**config.mk**
```make
export PLATFORM = sky130hd
export DESIGN_NAME = resistive_touch_adc_sampler_flat
export DESIGN_NICKNAME = d
export VERILOG_FILES = /design/src/rtas_pkg.sv /design/src/rtas_if.sv /design/src/rtas_plate_unit.sv /design/src/rtas_ctrl.sv /design/src/resistive_touch_adc_sampler.sv /design/src/flat_wrapper.sv
export SDC_FILE = /design/constraint.sdc
export NUM_CORES = 1
export LEC_CHECK = 0
export ABC_AREA = 1
export BUFFER_PORTS_ARGS = -buffer_cell sky130_fd_sc_hd__buf_4
export CAP_MARGIN = 10
export CORE_ASPECT_RATIO = 1.5
export CORE_UTILIZATION = 53
export CTS_BUF_LIST = sky130_fd_sc_hd__clkbuf_4
export CTS_CLUSTER_DIAMETER = 40
export DETAILED_ROUTE_END_ITERATION = 16
export PLACE_DENSITY = 0.79
export SYNTH_ARGS = -nofsm -noshare
export SYNTH_HDL_FRONTEND = slang
export SYNTH_SLANG_ARGS = --single-unit
```
**constraint.sdc**
```tcl
create_clock -name clk -period 21.7 [get_ports clk]
set_input_delay 4.34 -clock clk [delete_from_list [all_inputs] [get_ports clk]]
set_output_delay 4.34 -clock clk [all_outputs]
set_load 0.03 [all_outputs]
```
**src/rtas_pkg.sv**
```systemverilog
`default_nettype none
package rtas_pkg;

  localparam int NUM_CHANNELS_DEF = 8;
  localparam int MAX_CHANNELS = 8;
  localparam int POS_W = 15;
  localparam int CNT_W = 12;
  localparam int CFG_IDX_W = 4;
  localparam int CFG_DATA_W = 32;

  localparam logic [POS_W-1:0] POS_MAX = 15'h7fff;
  localparam logic [27:0] ROUND_BIAS = 28'd16383;
  localparam logic [CNT_W-1:0] CNT_MAX = 12'd4095;
  localparam logic [CNT_W-1:0] HALF_LEVEL = 12'h200;
  localparam logic [CNT_W-1:0] FULL_LEVEL = 12'h400;

  localparam logic [31:0] MAP_RESET = 32'h76543210;
  localparam logic [CNT_W-1:0] X_FIRST_RESET = 12'd160;
  localparam logic [CNT_W-1:0] X_LAST_RESET = 12'd3712;
  localparam logic [CNT_W-1:0] Y_FIRST_RESET = 12'd3964;
  localparam logic [CNT_W-1:0] Y_LAST_RESET = 12'd211;
  localparam logic [CNT_W-1:0] VDDIO_RESET = 12'd2304;
  localparam logic [CNT_W-1:0] BATTERY_RESET = 12'd2816;

  localparam logic [3:0] PHYS_XY = 4'd2;
  localparam logic [3:0] PHYS_X_TRIG = 4'd3;
  localparam logic [3:0] PHYS_PEN = 4'd4;
  localparam logic [3:0] PHYS_Y = 4'd5;
  localparam logic [3:0] PHYS_VDDIO = 4'd6;
  localparam logic [3:0] PHYS_BATTERY = 4'd7;

  typedef enum logic [1:0] {
    OP_UPDATE = 2'd0,
    OP_BURST  = 2'd1,
    OP_ACK    = 2'd2,
    OP_NONE   = 2'd3
  } op_t;

  typedef enum logic [1:0] {
    PH_UP      = 2'd0,
    PH_DOWN    = 2'd1,
    PH_LIFTING = 2'd2
  } phase_t;

  typedef enum logic [CFG_IDX_W-1:0] {
    CFG_MAP     = 4'd0,
    CFG_X_FIRST = 4'd1,
    CFG_X_LAST  = 4'd2,
    CFG_Y_FIRST = 4'd3,
    CFG_Y_LAST  = 4'd4,
    CFG_VDDIO   = 4'd5,
    CFG_BATTERY = 4'd6,
    CFG_IRQ_EN  = 4'd7
  } cfg_idx_t;

  typedef enum logic [2:0] {
    ST_IDLE,
    ST_STATUS,
    ST_LATCH,
    ST_SCAN,
    ST_ISSUE_X,
    ST_ISSUE_Y,
    ST_TAKE_X,
    ST_EMIT
  } state_t;

  typedef struct packed {
    logic [31:0]      channel_map;
    logic [CNT_W-1:0] plate_x_first;
    logic [CNT_W-1:0] plate_x_last;
    logic [CNT_W-1:0] plate_y_first;
    logic [CNT_W-1:0] plate_y_last;
    logic [CNT_W-1:0] vddio_level;
    logic [CNT_W-1:0] battery_level;
    logic             touch_irq_enable;
  } cfg_t;

  typedef struct packed {
    logic             issue;
    logic [POS_W-1:0] pos;
    logic [CNT_W-1:0] first;
    logic [CNT_W-1:0] last;
  } plate_req_t;

  function automatic logic [CNT_W-1:0] phys_sample(
    input logic [3:0]       phys,
    input logic [7:0]       trigger,
    input logic             down,
    input logic [CNT_W-1:0] x,
    input logic [CNT_W-1:0] y,
    input logic [CNT_W-1:0] vddio,
    input logic [CNT_W-1:0] battery
  );
    logic [CNT_W-1:0] s;
    unique case (phys)
      PHYS_XY:      s = ((trigger & 8'hfb) == 8'h00) ? y : x;
      PHYS_X_TRIG:  s = trigger[3] ? x : (down ? HALF_LEVEL : '0);
      PHYS_PEN:     s = down ? FULL_LEVEL : '0;
      PHYS_Y:       s = y;
      PHYS_VDDIO:   s = vddio;
      PHYS_BATTERY: s = battery;
      default:      s = FULL_LEVEL;
    endcase
    return s;
  endfunction

endpackage
`default_nettype wire

```
**src/rtas_if.sv**
```systemverilog
`default_nettype none
interface rtas_in_if;
  logic        valid;
  logic        ready;
  logic [1:0]  op;
  logic [15:0] pointer_x;
  logic [15:0] pointer_y;
  logic        pen_pressed;
  logic [7:0]  channel_mask;
  logic        fresh_kick;

  modport source (output valid, op, pointer_x, pointer_y, pen_pressed, channel_mask,
                  fresh_kick, input ready);
  modport sink (input valid, op, pointer_x, pointer_y, pen_pressed, channel_mask,
                fresh_kick, output ready);
endinterface

interface rtas_out_if;
  logic        valid;
  logic        ready;
  logic        kind;
  logic [2:0]  virtual_channel;
  logic [11:0] sample;
  logic        touch_irq;
  logic        wake_pulse;
  logic        last;

  modport source (output valid, kind, virtual_channel, sample, touch_irq, wake_pulse, last,
                  input ready);
  modport sink (input valid, kind, virtual_channel, sample, touch_irq, wake_pulse, last,
                output ready);
endinterface
`default_nettype wire

```
**src/rtas_plate_unit.sv**
```systemverilog
`default_nettype none
module rtas_plate_unit
  import rtas_pkg::*;
(
  input  wire logic             clk,
  input  plate_req_t            req,
  output logic      [CNT_W-1:0] count
);

  logic signed [12:0] span;
  logic signed [15:0] pos_s;
  logic signed [28:0] prod_d;
  logic signed [28:0] prod;
  logic [CNT_W-1:0]   first;
  logic               neg;
  logic [27:0]        mag;
  logic [27:0]        u;
  logic [12:0]        q1;
  logic [16:0]        r;
  logic [12:0]        q;
  logic signed [14:0] v;
  logic [CNT_W-1:0]   count_next;

  assign span = $signed({1'b0, req.last}) - $signed({1'b0, req.first});
  assign pos_s = $signed({1'b0, req.pos});
  assign prod_d = span * pos_s;

  always_ff @(posedge clk) begin
    if (req.issue) begin
      prod <= prod_d;
      first <= req.first;
    end
  end

  // Rounding division by 32767 through the shift-and-fold identity.
  always_comb begin
    neg = prod[28];
    mag = neg ? 28'(-prod) : 28'(prod);
    if (!neg) begin
      u = mag + ROUND_BIAS;
    end else if (mag > ROUND_BIAS) begin
      u = mag - ROUND_BIAS;
    end else begin
      u = '0;
    end
    q1 = u[27:15];
    r = {2'b00, u[14:0]} + {4'b0000, q1};
    q = q1 + 13'(r >= {2'b00, POS_MAX});
    v = neg ? $signed({3'b000, first}) - $signed({2'b00, q})
            : $signed({3'b000, first}) + $signed({2'b00, q});
    if (v < 0) begin
      count_next = '0;
    end else if (v > $signed({3'b000, CNT_MAX})) begin
      count_next = CNT_MAX;
    end else begin
      count_next = v[CNT_W-1:0];
    end
  end

  always_ff @(posedge clk) begin
    count <= count_next;
  end

endmodule
`default_nettype wire

```
**src/rtas_ctrl.sv**
```systemverilog
`default_nettype none
module rtas_ctrl
  import rtas_pkg::*;
#(
  parameter int NUM_CHANNELS = NUM_CHANNELS_DEF
) (
  input  wire logic             clk,
  input  wire logic             rst,
  input  cfg_t                  cfg,
  rtas_in_if.sink               in_ch,
  rtas_out_if.source            out_ch,
  output plate_req_t            req,
  input  wire logic [CNT_W-1:0] count
);

  localparam logic [2:0] LAST_CH = 3'(NUM_CHANNELS - 1);

  state_t state, state_next;

  logic [7:0]       mask;
  logic             fresh;
  logic             wake;
  logic [2:0]       idx;
  logic [POS_W-1:0] cur_x, cur_y, release_x, release_y, latched_x, latched_y;
  logic             cur_down, latched_down, latch_valid, detect_flag;
  phase_t           pen_phase;
  logic [CNT_W-1:0] x_cnt;

  logic             out_valid;
  logic             out_kind;
  logic [2:0]       out_vch;
  logic [CNT_W-1:0] out_sample;
  logic             out_irq;
  logic             out_wake;
  logic             out_last;

  logic             slot_free;
  logic             accept;
  logic             load_status;
  logic             load_sample;
  logic             issue;
  logic             sel_y;
  logic [POS_W-1:0] src_x, src_y;
  logic             src_down;
  logic [7:0]       above;
  logic             more;
  logic [3:0]       phys;
  logic [CNT_W-1:0] x_val, y_val, sample_val;
  logic             irq;
  logic             down_in;
  logic [POS_W-1:0] clamp_x, clamp_y;

  assign slot_free = !out_valid || out_ch.ready;
  assign in_ch.ready = (state == ST_IDLE);
  assign accept = in_ch.valid && (state == ST_IDLE);

  assign src_x = latch_valid ? latched_x : cur_x;
  assign src_y = latch_valid ? latched_y : cur_y;
  assign src_down = latch_valid ? latched_down : cur_down;

  always_comb begin
    for (int j = 0; j < MAX_CHANNELS; j++) begin
      above[j] = mask[j] && (3'(j) > idx) && (j < NUM_CHANNELS);
    end
  end
  assign more = |above;

  assign phys = cfg.channel_map[{idx, 2'b00} +: 4];
  assign x_val = src_down ? x_cnt : '0;
  assign y_val = src_down ? count : '0;
  assign sample_val = phys_sample(phys, mask, src_down, x_val, y_val,
                                  cfg.vddio_level, cfg.battery_level);
  assign irq = (detect_flag || pen_phase != PH_UP) && cfg.touch_irq_enable;

  assign down_in = in_ch.pen_pressed;
  assign clamp_x = (in_ch.pointer_x > {1'b0, POS_MAX}) ? POS_MAX : in_ch.pointer_x[POS_W-1:0];
  assign clamp_y = (in_ch.pointer_y > {1'b0, POS_MAX}) ? POS_MAX : in_ch.pointer_y[POS_W-1:0];

  assign req = {issue,
                (sel_y ? src_y : src_x),
                (sel_y ? cfg.plate_y_first : cfg.plate_x_first),
                (sel_y ? cfg.plate_y_last : cfg.plate_x_last)};

  always_ff @(posedge clk) begin
    if (rst) begin
      state <= ST_IDLE;
    end else begin
      state <= state_next;
    end
  end

  always_comb begin
    state_next = state;
    issue = 1'b0;
    sel_y = 1'b0;
    load_status = 1'b0;
    load_sample = 1'b0;
    unique case (state)
      ST_IDLE: begin
        if (in_ch.valid) begin
          state_next = (op_t'(in_ch.op) == OP_BURST) ? ST_LATCH : ST_STATUS;
        end
      end
      ST_STATUS: begin
        if (slot_free) begin
          load_status = 1'b1;
          state_next = ST_IDLE;
        end
      end
      ST_LATCH: state_next = ST_SCAN;
      ST_SCAN: begin
        if (mask[idx]) begin
          state_next = ST_ISSUE_X;
        end else if (idx == LAST_CH) begin
          state_next = ST_STATUS;
        end
      end
      ST_ISSUE_X: begin
        issue = 1'b1;
        state_next = ST_ISSUE_Y;
      end
      ST_ISSUE_Y: begin
        issue = 1'b1;
        sel_y = 1'b1;
        state_next = ST_TAKE_X;
      end
      ST_TAKE_X: state_next = ST_EMIT;
      ST_EMIT: begin
        if (slot_free) begin
          load_sample = 1'b1;
          state_next = more ? ST_SCAN : ST_IDLE;
        end
      end
      default: state_next = ST_IDLE;
    endcase
  end

  always_ff @(posedge clk) begin
    if (rst) begin
      cur_x <= '0;
      cur_y <= '0;
      cur_down <= 1'b0;
      release_x <= '0;
      release_y <= '0;
      pen_phase <= PH_UP;
      latched_x <= '0;
      latched_y <= '0;
      latched_down <= 1'b0;
      latch_valid <= 1'b0;
      detect_flag <= 1'b0;
      wake <= 1'b0;
      idx <= '0;
    end else begin
      if (accept) begin
        mask <= in_ch.channel_mask;
        fresh <= in_ch.fresh_kick;
        wake <= 1'b0;
        unique case (op_t'(in_ch.op))
          OP_UPDATE: begin
            if (cur_down && !down_in) begin
              release_x <= cur_x;
              release_y <= cur_y;
              pen_phase <= PH_LIFTING;
            end else if (down_in) begin
              pen_phase <= PH_DOWN;
            end
            cur_x <= clamp_x;
            cur_y <= clamp_y;
            cur_down <= down_in;
            if (!down_in) begin
              detect_flag <= 1'b0;
            end else if (!cur_down) begin
              detect_flag <= 1'b1;
              wake <= 1'b1;
            end
          end
          OP_ACK: detect_flag <= 1'b0;
          OP_BURST, OP_NONE: begin
          end
          default: begin
          end
        endcase
      end
      if (state == ST_LATCH) begin
        idx <= '0;
        if (!latch_valid || fresh) begin
          latch_valid <= 1'b1;
          unique case (pen_phase)
            PH_DOWN: begin
              latched_x <= cur_x;
              latched_y <= cur_y;
              latched_down <= 1'b1;
            end
            PH_LIFTING: begin
              latched_x <= release_x;
              latched_y <= release_y;
              latched_down <= 1'b1;
              pen_phase <= PH_UP;
            end
            default: begin
              latched_x <= cur_x;
              latched_y <= cur_y;
              latched_down <= 1'b0;
            end
          endcase
        end
      end
      if (state == ST_SCAN && !mask[idx] && idx != LAST_CH) begin
        idx <= idx + 3'd1;
      end
      if (load_sample) begin
        latch_valid <= 1'b0;
        if (more) begin
          idx <= idx + 3'd1;
        end
      end
    end
  end

  always_ff @(posedge clk) begin
    if (state == ST_TAKE_X) begin
      x_cnt <= count;
    end
  end

  always_ff @(posedge clk) begin
    if (rst) begin
      out_valid <= 1'b0;
    end else if (load_status || load_sample) begin
      out_valid <= 1'b1;
    end else if (out_ch.ready) begin
      out_valid <= 1'b0;
    end
  end

  always_ff @(posedge clk) begin
    if (load_status) begin
      out_kind <= 1'b0;
      out_vch <= '0;
      out_sample <= '0;
      out_irq <= irq;
      out_wake <= wake;
      out_last <= 1'b1;
    end else if (load_sample) begin
      out_kind <= 1'b1;
      out_vch <= idx;
      out_sample <= sample_val;
      out_irq <= irq;
      out_wake <= 1'b0;
      out_last <= !more;
    end
  end

  assign out_ch.valid = out_valid;
  assign out_ch.kind = out_kind;
  assign out_ch.virtual_channel = out_vch;
  assign out_ch.sample = out_sample;
  assign out_ch.touch_irq = out_irq;
  assign out_ch.wake_pulse = out_wake;
  assign out_ch.last = out_last;

endmodule
`default_nettype wire

```
**src/resistive_touch_adc_sampler.sv**
```systemverilog
// Touch panel ADC front end with a valid/ready input channel and a valid/ready result channel.
// Each input transaction is a pointer update, a conversion burst or a detect acknowledge.
// A pointer update, an acknowledge or an undefined op returns one status transaction
// once the output register is free. A burst latches the pen sample and then scans the virtual
// channels one per cycle while none is selected; each selected channel runs the shared
// plate unit (one multiplier followed by a fold-and-correct divide by 32767) for X and
// then Y, and the scan waits until its result is loaded. A burst with no selected
// channel scans all NUM_CHANNELS and then returns a single status transaction.
// The input is ready only while the sequencer is idle; one item is in work at a time.
// Results leave through an output register, so an item can be accepted while the previous
// result still waits. When the receiver stalls, the sequencer holds before loading its next
// result and the input stays blocked until the item has loaded its last result.
// Configuration writes are registered; the user must write only while the block is idle,
// which the block does not enforce. A synchronous reset restores the register defaults,
// puts the pen in the up state, clears the latch and detect flag, and drops the output valid.
`default_nettype none
module resistive_touch_adc_sampler
  import rtas_pkg::*;
#(
  parameter int NUM_CHANNELS = NUM_CHANNELS_DEF
) (
  input  wire logic                  clk,
  input  wire logic                  rst,
  input  wire logic                  cfg_write,
  input  wire logic [CFG_IDX_W-1:0]  cfg_index,
  input  wire logic [CFG_DATA_W-1:0] cfg_data,
  rtas_in_if.sink                    in_ch,
  rtas_out_if.source                 out_ch
);

  cfg_t             cfg;
  plate_req_t       req;
  logic [CNT_W-1:0] count;

  always_ff @(posedge clk) begin
    if (rst) begin
      cfg.channel_map <= MAP_RESET;
      cfg.plate_x_first <= X_FIRST_RESET;
      cfg.plate_x_last <= X_LAST_RESET;
      cfg.plate_y_first <= Y_FIRST_RESET;
      cfg.plate_y_last <= Y_LAST_RESET;
      cfg.vddio_level <= VDDIO_RESET;
      cfg.battery_level <= BATTERY_RESET;
      cfg.touch_irq_enable <= 1'b0;
    end else if (cfg_write) begin
      unique case (cfg_idx_t'(cfg_index))
        CFG_MAP:     cfg.channel_map <= cfg_data;
        CFG_X_FIRST: cfg.plate_x_first <= cfg_data[CNT_W-1:0];
        CFG_X_LAST:  cfg.plate_x_last <= cfg_data[CNT_W-1:0];
        CFG_Y_FIRST: cfg.plate_y_first <= cfg_data[CNT_W-1:0];
        CFG_Y_LAST:  cfg.plate_y_last <= cfg_data[CNT_W-1:0];
        CFG_VDDIO:   cfg.vddio_level <= cfg_data[CNT_W-1:0];
        CFG_BATTERY: cfg.battery_level <= cfg_data[CNT_W-1:0];
        CFG_IRQ_EN:  cfg.touch_irq_enable <= cfg_data[0];
        default: begin
        end
      endcase
    end
  end

  rtas_plate_unit u_plate (
    .clk   (clk),
    .req   (req),
    .count (count)
  );

  rtas_ctrl #(
    .NUM_CHANNELS (NUM_CHANNELS)
  ) u_ctrl (
    .clk    (clk),
    .rst    (rst),
    .cfg    (cfg),
    .in_ch  (in_ch),
    .out_ch (out_ch),
    .req    (req),
    .count  (count)
  );

endmodule
`default_nettype wire

```
**src/flat_wrapper.sv**
```systemverilog
// flat-port wrapper written by rule: the top's interface ports become plain ports
module resistive_touch_adc_sampler_flat import rtas_pkg::*;
#(
  parameter int NUM_CHANNELS = NUM_CHANNELS_DEF
)
  (clk, rst, cfg_write, cfg_index, cfg_data, in_ch_valid, in_ch_op, in_ch_pointer_x, in_ch_pointer_y, in_ch_pen_pressed, in_ch_channel_mask, in_ch_fresh_kick, in_ch_ready, out_ch_valid, out_ch_kind, out_ch_virtual_channel, out_ch_sample, out_ch_touch_irq, out_ch_wake_pulse, out_ch_last, out_ch_ready);
  rtas_in_if in_ch_i ();
  rtas_out_if out_ch_i ();
  input  wire logic clk;
  input  wire logic rst;
  input  wire logic cfg_write;
  input  wire logic [CFG_IDX_W-1:0] cfg_index;
  input  wire logic [CFG_DATA_W-1:0] cfg_data;
  input wire logic [$bits(in_ch_i.valid)-1:0] in_ch_valid;
  input wire logic [$bits(in_ch_i.op)-1:0] in_ch_op;
  input wire logic [$bits(in_ch_i.pointer_x)-1:0] in_ch_pointer_x;
  input wire logic [$bits(in_ch_i.pointer_y)-1:0] in_ch_pointer_y;
  input wire logic [$bits(in_ch_i.pen_pressed)-1:0] in_ch_pen_pressed;
  input wire logic [$bits(in_ch_i.channel_mask)-1:0] in_ch_channel_mask;
  input wire logic [$bits(in_ch_i.fresh_kick)-1:0] in_ch_fresh_kick;
  output wire logic [$bits(in_ch_i.ready)-1:0] in_ch_ready;
  output wire logic [$bits(out_ch_i.valid)-1:0] out_ch_valid;
  output wire logic [$bits(out_ch_i.kind)-1:0] out_ch_kind;
  output wire logic [$bits(out_ch_i.virtual_channel)-1:0] out_ch_virtual_channel;
  output wire logic [$bits(out_ch_i.sample)-1:0] out_ch_sample;
  output wire logic [$bits(out_ch_i.touch_irq)-1:0] out_ch_touch_irq;
  output wire logic [$bits(out_ch_i.wake_pulse)-1:0] out_ch_wake_pulse;
  output wire logic [$bits(out_ch_i.last)-1:0] out_ch_last;
  input wire logic [$bits(out_ch_i.ready)-1:0] out_ch_ready;
  assign in_ch_i.valid = in_ch_valid;
  assign in_ch_i.op = in_ch_op;
  assign in_ch_i.pointer_x = in_ch_pointer_x;
  assign in_ch_i.pointer_y = in_ch_pointer_y;
  assign in_ch_i.pen_pressed = in_ch_pen_pressed;
  assign in_ch_i.channel_mask = in_ch_channel_mask;
  assign in_ch_i.fresh_kick = in_ch_fresh_kick;
  assign in_ch_ready = in_ch_i.ready;
  assign out_ch_valid = out_ch_i.valid;
  assign out_ch_kind = out_ch_i.kind;
  assign out_ch_virtual_channel = out_ch_i.virtual_channel;
  assign out_ch_sample = out_ch_i.sample;
  assign out_ch_touch_irq = out_ch_i.touch_irq;
  assign out_ch_wake_pulse = out_ch_i.wake_pulse;
  assign out_ch_last = out_ch_i.last;
  assign out_ch_i.ready = out_ch_ready;
  resistive_touch_adc_sampler #(.NUM_CHANNELS(NUM_CHANNELS)) u_core (.clk(clk), .rst(rst), .cfg_write(cfg_write), .cfg_index(cfg_index), .cfg_data(cfg_data), .in_ch(in_ch_i), .out_ch(out_ch_i));
endmodule
```
==> results_tabular.tex, run 1 <==
\begin{tabular}{lr}
\hline
Metric & Value \\
\hline
\multicolumn{2}{l}{\textbf{Outcome}} \\
\quad Run status & completed \\
\multicolumn{2}{l}{\textbf{Setup path}} \\
\quad Reg-to-Reg End & u\_core.u\_plate.prod[26]\$\_DFFE\_PN\_ \\
\quad Reg2Reg Launch Point & u\_core.u\_ctrl.state[2]\$\_SDFFE\_PP0P\_ \\
\quad Arrival time reported for the critical path endpoint & 11,470 ps \\
\quad Number of buffers and inverters on the critical path & 11 \\
\quad Largest fanout of any net on the critical path & 51 \\
\quad Standard cell with the maximum stage delay on the critical path & sky130\_fd\_sc\_hd\_\_nor2\_2 \\
\quad Length in cells of the worst reg-to-reg path & 43 \\
\quad Worst Path Required & 22,230 ps \\
\quad Endpoint kind of the worst setup timing path & flip-flop \\
\quad Flop2flop setup slack & 10,760 ps \\
\quad Most frequent cell on the critical path & sky130\_fd\_sc\_hd\_\_inv\_1 \\
\quad Delay of the slowest critical-path stage & 790 ps \\
\quad Worst Setup Path Type & flip-flop to flip-flop \\
\quad CP delay by family, top & adder cells \\
\quad Critical Path Source Type & flip-flop \\
\multicolumn{2}{l}{\textbf{Clocking}} \\
\quad Hold Buf Count CTS & 0 \\
\quad CTS resizes & 0 \\
\quad Clock Sinks & 302 \\
\quad CTS root buffer & sky130\_fd\_sc\_hd\_\_clkbuf\_4 \\
\quad Level count of the clock H-tree & 3 \\
\quad CTS tree & built \\
\quad Inserted Clock Buffers & 72 \\
\quad Number of buffers on the longest clock path & 3 \\
\quad Clock-pin slew on the worst setup and hold paths & 70 ps \\
\quad Post-CTS Setup Inserts & 0 \\
\quad Clock insertion delay at the later pin of the skew report & 820 ps \\
\multicolumn{2}{l}{\textbf{Synth}} \\
\quad Syn nets & 3,567 \\
\quad Number of enable-type register cells in the synthesized netlist & 64 \\
\quad Most frequently used flop master after synthesis & sky130\_fd\_sc\_hd\_\_dfxtp\_1 \\
\quad Share of synthesized registers carrying an async set or reset & 0\% \\
\quad Synth Cell Area & 23,700 sq um \\
\quad FF+latch count, synth & 302 \\
\quad Yosys warnings & 0 \\
\quad Post-synth cell types & 61 \\
\quad Sequential-to-total area share from yosys stat & 28.3\% \\
\quad Synthesized netlist cell count & 3,173 \\
\quad Mean post-synth cell area & 7.46 sq um \\
\multicolumn{2}{l}{\textbf{STA}} \\
\quad Top achievable clock speed & 0.0914 GHz \\
\quad Layout Skew & 67.2 ps \\
\quad Fin crit share & 50.4\% \\
\quad WHS & 433 ps \\
\quad Number of setup violations in the final report & 0 \\
\quad Final critical-path setup slack & 10,760 ps \\
\quad Minimum clock period & 10,940 ps \\
\quad Setup TNS after final layout & 0 ps \\
\quad Final number of max-transition violations & 0 \\
\quad Slew at the pin closest to its max-slew limit & 1110 ps \\
\quad Slew Limit Headroom & 24.9\% \\
\quad RSZ-0062 raised after global routing & no \\
\quad Final number of hold-violating endpoints & 0 \\
\multicolumn{2}{l}{\textbf{Global route}} \\
\quad Initial antenna violation count & 1 \\
\quad Maximum number of pins on one net before global-route repair & 93 \\
\quad Number of global-route vias before repair & 20,600 \\
\quad Global-route wire length before repair & 99.0 mm \\
\quad Combined global-route utilization of all metal layers & 27.0\% \\
\quad Total gr overflow & 0 \\
\multicolumn{2}{l}{\textbf{Floorplan}} \\
\quad Initial Utilization & 53.8\% \\
\quad Area enclosed by the die boundary & 45,500 sq um \\
\quad Die height & 261 um \\
\quad Die width & 175 um \\
\quad Count of pins on the block boundary & 106 \\
\quad Num rows & 94 \\
\quad Core region area & 44,000 sq um \\
\multicolumn{2}{l}{\textbf{Routing}} \\
\quad Post-route ant nets & 0 \\
\quad Vias & 21,300 \\
\quad Routed len/inst & 15.7 um \\
\quad Via density per instance & 5.48 \\
\quad Final wirelength & 61.0 mm \\
\quad Number of detailed-route iterations in the first pass & 5 \\
\quad First DRT Iteration DRCs & 1,177 \\
\quad Remaining design rule violation count & 0 \\
\multicolumn{2}{l}{\textbf{Min path}} \\
\quad Worst hold path cell count & 0 \\
\quad Worst Hold Class & flip-flop to flip-flop \\
\quad Start point of the worst min-delay path & u\_core.u\_plate.count[3]\$\_SDFF\_PP0\_ \\
\quad Hold Path End & u\_core.u\_ctrl.x\_cnt[3]\$\_DFFE\_PP\_ \\
\multicolumn{2}{l}{\textbf{Pwr}} \\
\quad Leak & 12.5 nW \\
\quad Power consumption & 1.82 mW \\
\quad Ratio of total power to cell area & 70.3 nW/um\^{}2 \\
\quad IR drop worst, VDD & 0.0496 mV \\
\multicolumn{2}{l}{\textbf{Layout}} \\
\quad \# fillers & 4,034 \\
\quad Area Growth Syn to Fin & 9.17\% \\
\quad Layout net count & 3,649 \\
\quad Post-route design area & 25,800 sq um \\
\quad Fraction of final layout cells sized beyond drive strength 1 & 11.9\% \\
\multicolumn{2}{l}{\textbf{Placement}} \\
\quad Count of buffers from port buffering & 105 \\
\quad Post-placement setup slack & 10,690 ps \\
\quad Cell area after placement & 24,900 sq um \\
\quad Detailed placer's ending HPWL & 46.1 mm \\
\quad RD Place Congestion & 0.979 \\
\multicolumn{2}{l}{\textbf{Flow run}} \\
\quad Number of max-cap violations & 0 \\
\hline
\end{tabular}
==> routing by layer <==
metal / vias up / global-route usage (%) / wire [um]
li1: 10500 / - / -
met1: 9929 / 29.3 / 22800
met2: 716 / 49.8 / 31400
met3: 225 / 3.74 / 3280
met4: 0 / 16.3 / 3530
met5: - / 0 / 0
==> logic make-up after synthesis <==
group,after synthesis,synth area share (%)
flip-flops,302,28.3
buffers and inverters,617,10.0
XOR/XNOR,64,2.37
adder cells (fa/ha/maj),309,21.0
multiplexers,1,0.0423
AND/OR/NAND/NOR,1276,23.8
AO/OA/AOI/OAI,604,14.5
==> worst max-delay path by stage <==
stage                                                   start                                end  slack (ps)  cells past startpoint
after floorplan           u_core.u_ctrl.state[2]$_SDFFE_PP0P_  u_core.u_plate.prod[26]$_DFFE_PN_       10500                     46
after detailed placement  u_core.u_ctrl.state[2]$_SDFFE_PP0P_  u_core.u_plate.prod[26]$_DFFE_PN_       10690                     43
final                     u_core.u_ctrl.state[2]$_SDFFE_PP0P_  u_core.u_plate.prod[26]$_DFFE_PN_       10760                     43
after CTS                 u_core.u_ctrl.state[2]$_SDFFE_PP0P_  u_core.u_plate.prod[26]$_DFFE_PN_       10680                     43
after global routing      u_core.u_ctrl.state[2]$_SDFFE_PP0P_  u_core.u_plate.prod[26]$_DFFE_PN_        9730                     46
after global placement    u_core.u_ctrl.state[2]$_SDFFE_PP0P_  u_core.u_plate.prod[26]$_DFFE_PN_       10840                     46
==> area by class of cell <==
cell class | instances | area, sq um | area share (%)
Antenna cell | 8 | 20.0 | 0.0775
Clock buffer | 106 | 796 | 3.08
Clock inverter | 21 | 135 | 0.523
Inverter | 493 | 1860 | 7.19
Multi-Input combinational cell | 2254 | 14600 | 56.6
Sequential cell | 302 | 6690 | 25.9
Tap cell | 576 | 721 | 2.79
Timing Repair Buffer | 132 | 991 | 3.84
==> cells in the mapped netlist (17+ instances only) <==
cell	number	area share (%)
sky130_fd_sc_hd__a211oi_1	37	1.2
sky130_fd_sc_hd__a21oi_1	179	3.8
sky130_fd_sc_hd__a31oi_1	37	0.98
sky130_fd_sc_hd__clkbuf_1	104	1.6
sky130_fd_sc_hd__dfxtp_1	238	20
sky130_fd_sc_hd__edfxtp_1	64	8.1
sky130_fd_sc_hd__fa_1	147	12
sky130_fd_sc_hd__ha_1	162	8.6
sky130_fd_sc_hd__inv_1	468	7.4
sky130_fd_sc_hd__inv_2	17	0.27
sky130_fd_sc_hd__nand2_1	644	10
sky130_fd_sc_hd__nand2_2	35	0.93
sky130_fd_sc_hd__nand3_1	144	3.0
sky130_fd_sc_hd__nand4_1	23	0.61
sky130_fd_sc_hd__nor2_1	288	4.6
sky130_fd_sc_hd__nor2_4	19	0.90
sky130_fd_sc_hd__nor3_1	48	1.0
sky130_fd_sc_hd__o211ai_1	26	0.82
sky130_fd_sc_hd__o21ai_0	251	5.3
sky130_fd_sc_hd__or2_2	26	0.69
sky130_fd_sc_hd__xor2_1	48	1.8
==> layout by cell type, fill, tap and decap left out, types with 16 or more instances in the layout <==
| master | Yosys | routed |
|---|---|---|
| sky130_fd_sc_hd__xnor2_1 | 16 | 16 |
| sky130_fd_sc_hd__a21oi_1 | 179 | 179 |
| sky130_fd_sc_hd__o211ai_1 | 26 | 26 |
| sky130_fd_sc_hd__nand2_1 | 644 | 644 |
| sky130_fd_sc_hd__fa_1 | 147 | 147 |
| sky130_fd_sc_hd__nor2_2 | 15 | 16 |
| sky130_fd_sc_hd__edfxtp_1 | 64 | 64 |
| sky130_fd_sc_hd__nor2_4 | 19 | 20 |
| sky130_fd_sc_hd__clkinv_1 | 6 | 17 |
| sky130_fd_sc_hd__nand2_2 | 35 | 35 |
| sky130_fd_sc_hd__xor2_1 | 48 | 47 |
| sky130_fd_sc_hd__nor3_1 | 48 | 47 |
| sky130_fd_sc_hd__clkbuf_4 | 0 | 106 |
| sky130_fd_sc_hd__buf_4 | 2 | 132 |
| sky130_fd_sc_hd__or2_2 | 26 | 26 |
| sky130_fd_sc_hd__inv_2 | 17 | 18 |
| sky130_fd_sc_hd__nand4_1 | 23 | 23 |
| sky130_fd_sc_hd__a211oi_1 | 37 | 37 |
| sky130_fd_sc_hd__a31oi_1 | 37 | 37 |
| sky130_fd_sc_hd__dfxtp_1 | 238 | 238 |
| sky130_fd_sc_hd__o21ai_0 | 251 | 251 |
| sky130_fd_sc_hd__nor2_1 | 288 | 286 |
| sky130_fd_sc_hd__inv_1 | 468 | 467 |
| sky130_fd_sc_hd__nand3_1 | 144 | 144 |
| sky130_fd_sc_hd__ha_1 | 162 | 162 |
==> metrics by stage <==
step | std cells | util [%]
2_1_floorplan | 3173 | -
3_5_place_dp | 3757 | 56.6
6_report | 3892 | 58.7
3_3_place_gp | 3757 | 56.6
4_1_cts | 3884 | 58.7
5_1_grt | 3885 | 58.7
==> state kept, by name, summed over array words and instances, names as in the netlist, 15 cells and up <==
signal                   flops
u_core.cfg                 105
u_core.u_plate.prod         29
u_core.u_ctrl.cur_x         15
u_core.u_ctrl.cur_y         15
u_core.u_ctrl.latched_x     15
u_core.u_ctrl.latched_y     15
u_core.u_ctrl.release_x     15
u_core.u_ctrl.release_y     15
==> power by group <==
part / switching (mW) / leakage, nW / internal [mW]
clock: 0.234 / 0.549 / 0.239
combinational: 0.440 / 9.40 / 0.262
sequential: 0.0181 / 2.51 / 0.621
Note: power is estimated with default switching activity, not from simulation.
==> inputs of run 2 (changes only) <==
==> constraint.sdc (replaced) <==
create_clock -name clk -period 11.3 [get_ports clk]
set_input_delay 2.26 -clock clk [delete_from_list [all_inputs] [get_ports clk]]
set_output_delay 2.26 -clock clk [all_outputs]
set_load 0.03 [all_outputs]
==> results_tabular.tex, run 2 (synthesis gave the netlist of run 1 again) <==
\begin{tabular}{lr}
\hline
Metric & Value \\
\hline
\multicolumn{2}{l}{\textbf{Setup path}} \\
\quad Worst Setup Path Type & flip-flop to flip-flop (unchanged) \\
\quad Arrival time reported for the critical path endpoint & 10,830 ps (was 11,470 ps) \\
\quad Worst Path Required & 11,790 ps (was 22,230 ps) \\
\quad Endpoint kind of the worst setup timing path & flip-flop (unchanged) \\
\quad Standard cell with the maximum stage delay on the critical path & sky130\_fd\_sc\_hd\_\_nor2\_2 (unchanged) \\
\quad Worst setup path start & u\_core.u\_ctrl.state[2]\$\_SDFFE\_PP0P\_ (unchanged) \\
\quad Reg2Reg Launch Point & u\_core.u\_ctrl.state[2]\$\_SDFFE\_PP0P\_ (unchanged) \\
\quad Delay of the slowest critical-path stage & 550 ps (was 790 ps) \\
\quad Largest fanout of any net on the critical path & 18 (was 51) \\
\quad Most frequent cell on the critical path & sky130\_fd\_sc\_hd\_\_inv\_1 (unchanged) \\
\quad Critical Path Source Type & flip-flop (unchanged) \\
\multicolumn{2}{l}{\textbf{Floorplan}} \\
\quad Count of pins on the block boundary & 106 (unchanged) \\
\quad Die width & 175 um (unchanged) \\
\quad Die height & 261 um (unchanged) \\
\quad Core region area & 44,000 sq um (unchanged) \\
\quad Num rows & 94 (unchanged) \\
\quad Initial Utilization & 53.8\% (unchanged) \\
\quad Area enclosed by the die boundary & 45,500 sq um (unchanged) \\
\multicolumn{2}{l}{\textbf{STA}} \\
\quad Setup TNS after final layout & 0 ps (unchanged) \\
\quad Minimum clock period & 10,340 ps (was 10,940 ps) \\
\quad Slew Limit Headroom & 15.9\% (was 24.9\%) \\
\quad Fin crit share & 91.5\% (was 50.4\%) \\
\quad Final number of hold-violating endpoints & 0 (unchanged) \\
\quad RSZ-0062 raised after global routing & no (unchanged) \\
\quad Slew at the pin closest to its max-slew limit & 1250 ps (was 1110 ps) \\
\quad Top achievable clock speed & 0.0967 GHz (was 0.0914 GHz) \\
\quad Number of setup violations in the final report & 0 (unchanged) \\
\quad Final number of max-transition violations & 0 (unchanged) \\
\quad Layout Skew & 62.6 ps (was 67.2 ps) \\
\multicolumn{2}{l}{\textbf{Pwr}} \\
\quad Internal Dissipation & 2.13 mW (was 1.12 mW) \\
\quad Portion of total power attributed to combinational logic & 39.0\% (was 38.7\%) \\
\quad Part of the power in registers & 35.5\% (was 35.2\%) \\
\quad NetSw & 1.32 mW (was 0.693 mW) \\
\quad Ratio of total power to cell area & 134 nW/um\^{}2 (was 70.3 nW/um\^{}2) \\
\quad Leak & 12.4 nW (was 12.5 nW) \\
\quad IR drop worst, VDD & 0.109 mV (was 0.0496 mV) \\
\quad Clock power frac & 25.5\% (was 26.0\%) \\
\quad Power consumption & 3.46 mW (was 1.82 mW) \\
\quad Switching power as a share of total power & 38.3\% (was 38.2\%) \\
\multicolumn{2}{l}{\textbf{Routing}} \\
\quad First DRT Iteration DRCs & 1,287 (was 1,177) \\
\quad Vias & 21,100 (was 21,300) \\
\quad Number of detailed-route iterations in the first pass & 7 (was 5) \\
\quad Routed len/inst & 15.7 um (about the same) \\
\quad Final wirelength & 60.9 mm (was 61.0 mm) \\
\quad Via density per instance & 5.44 (was 5.48) \\
\quad Post-route ant nets & 0 (unchanged) \\
\quad Remaining design rule violation count & 0 (unchanged) \\
\multicolumn{2}{l}{\textbf{Layout}} \\
\quad \# fillers & 4,166 (was 4,034) \\
\quad Final standard cell count with taps included and fillers excluded & 3,887 (was 3,892) \\
\quad Area Growth Syn to Fin & 8.99\% (was 9.17\%) \\
\quad Layout net count & 3,648 (was 3,649) \\
\quad Most frequent cells in the layout & sky130\_fd\_sc\_hd\_\_nand2\_1 (644), sky130\_fd\_sc\_hd\_\_inv\_1 (467), sky130\_fd\_sc\_hd\_\_nor2\_1 (286) (unchanged) \\
\quad Fraction of final layout cells sized beyond drive strength 1 & 11.8\% (was 11.9\%) \\
\quad Max reg flops & 105 (unchanged) \\
\quad Largest registers & u\_core.cfg: 105 flops, u\_core.u\_plate.prod: 29 flops (unchanged) \\
\quad Leading cell type in the layout, fill and taps excluded & sky130\_fd\_sc\_hd\_\_nand2\_1 (unchanged) \\
\quad Most flop-heavy register & u\_core.cfg (unchanged) \\
\multicolumn{2}{l}{\textbf{Clocking}} \\
\quad Number of buffers on the longest clock path & 3 (unchanged) \\
\quad Clock-pin slew on the worst setup and hold paths & 70 ps (about the same) \\
\quad Clock Sinks & 302 (unchanged) \\
\quad Inserted Clock Buffers & 72 (unchanged) \\
\quad CTS resizes & 0 (unchanged) \\
\quad Post-CTS Setup Inserts & 0 (unchanged) \\
\quad Level count of the clock H-tree & 3 (unchanged) \\
\quad Clock insertion delay at the later pin of the skew report & 760 ps (was 820 ps) \\
\quad Hold Buf Count CTS & 0 (unchanged) \\
\quad CTS tree & built (unchanged) \\
\quad CTS root buffer & sky130\_fd\_sc\_hd\_\_clkbuf\_4 (unchanged) \\
\multicolumn{2}{l}{\textbf{Global route}} \\
\quad Global-route wire length before repair & 100 mm (was 99.0 mm) \\
\quad Maximum number of pins on one net before global-route repair & 98 (was 93) \\
\quad Number of global-route vias before repair & 20,800 (was 20,600) \\
\quad Combined global-route utilization of all metal layers & 27.1\% (was 27.0\%) \\
\quad Initial antenna violation count & 2 (was 1) \\
\quad Total gr overflow & 0 (unchanged) \\
\multicolumn{2}{l}{\textbf{Placement}} \\
\quad Detailed placer's ending HPWL & 46.2 mm (was 46.1 mm) \\
\quad Post-placement cell count & 3,756 (was 3,757) \\
\quad RD Place Congestion & 0.947 (was 0.979) \\
\quad Count of buffers from port buffering & 105 (unchanged) \\
\multicolumn{2}{l}{\textbf{Outcome}} \\
\quad Run status & completed (unchanged) \\
\multicolumn{2}{l}{\textbf{Min path}} \\
\quad Start point of the worst min-delay path & u\_core.u\_plate.count[7]\$\_SDFF\_PP0\_ (was u\_core.u\_plate.count[3]\$\_SDFF\_PP0\_) \\
\quad Worst Hold Class & flip-flop to flip-flop (unchanged) \\
\multicolumn{2}{l}{\textbf{Flow run}} \\
\quad Number of max-cap violations & 0 (unchanged) \\
\hline
\end{tabular}
[run 2: area by class of cell]
class | count | area (sq um) | share of cell area (%)
multi-input combinational | 2254 | 14600 | 56.7
sequential | 302 | 6690 | 25.9
inverter | 493 | 1860 | 7.20
timing repair buffer | 131 | 983 | 3.81
clock buffer | 106 | 796 | 3.09
tap | 576 | 721 | 2.79
clock inverter | 22 | 111 | 0.432
antenna | 3 | 7.51 | 0.0291
[run 2: per-layer routing]
metal / wire length (um) / track usage [%] / vias to the layer above / part of all wire (%)
met5: 0 / 0 / - / 0
met4: 3360 / 15.9 / 0 / 5.5
met3: 3160 / 4.21 / 195 / 5.2
met2: 31000 / 49.0 / 665 / 51
met1: 23400 / 30.0 / 9856 / 38
li1: - / - / 10400 / -
[run 2: through the flow]
step                      hold slack [ps]  cell area, sq um  setup slack [ps]  utilization, %
final                                 431             25800               958            58.6
after detailed placement              419             24900               971            56.6
after floorplan                       409             23700              99.7               -
after global routing                  425             25800              39.2            58.6
after global placement                413             24900              1250            56.6
after CTS                             414             25800               984            58.6
[run 2: power by group through the flow]
stage | clock network (mW) | registers, mW | logic (mW)
2_1_floorplan | 0 | 1.24 | 0.982
3_3_place_gp | 0 | 1.25 | 1.30
3_5_place_dp | 0 | 1.25 | 1.33
4_1_cts | 0.901 | 1.23 | 1.34
5_1_grt | 0.953 | 1.23 | 1.53
6_report | 0.880 | 1.23 | 1.35
[run 2: worst paths after layout]
path         slack [ps]  cells past startpoint                                 to
max                 960                     41  u_core.u_plate.prod[28]$_DFFE_PN_
min                 430                      0   u_core.u_ctrl.x_cnt[7]$_DFFE_PP_
max reg2reg         960                     41  u_core.u_plate.prod[28]$_DFFE_PN_
min reg2reg         430                      0   u_core.u_ctrl.x_cnt[7]$_DFFE_PP_
[run 2: critical path, delay by kind of cell, from the launching register on]
family / cells / cell delay (ps)
AOI/OAI and AO/OA: 12 / 2810
xor gates and xnor gates: 1 / 160
adders and majority gates: 8 / 3760
buffers and inverters: 9 / 1060
DFF: 1 / 390
and+or+nand+nor: 11 / 1940
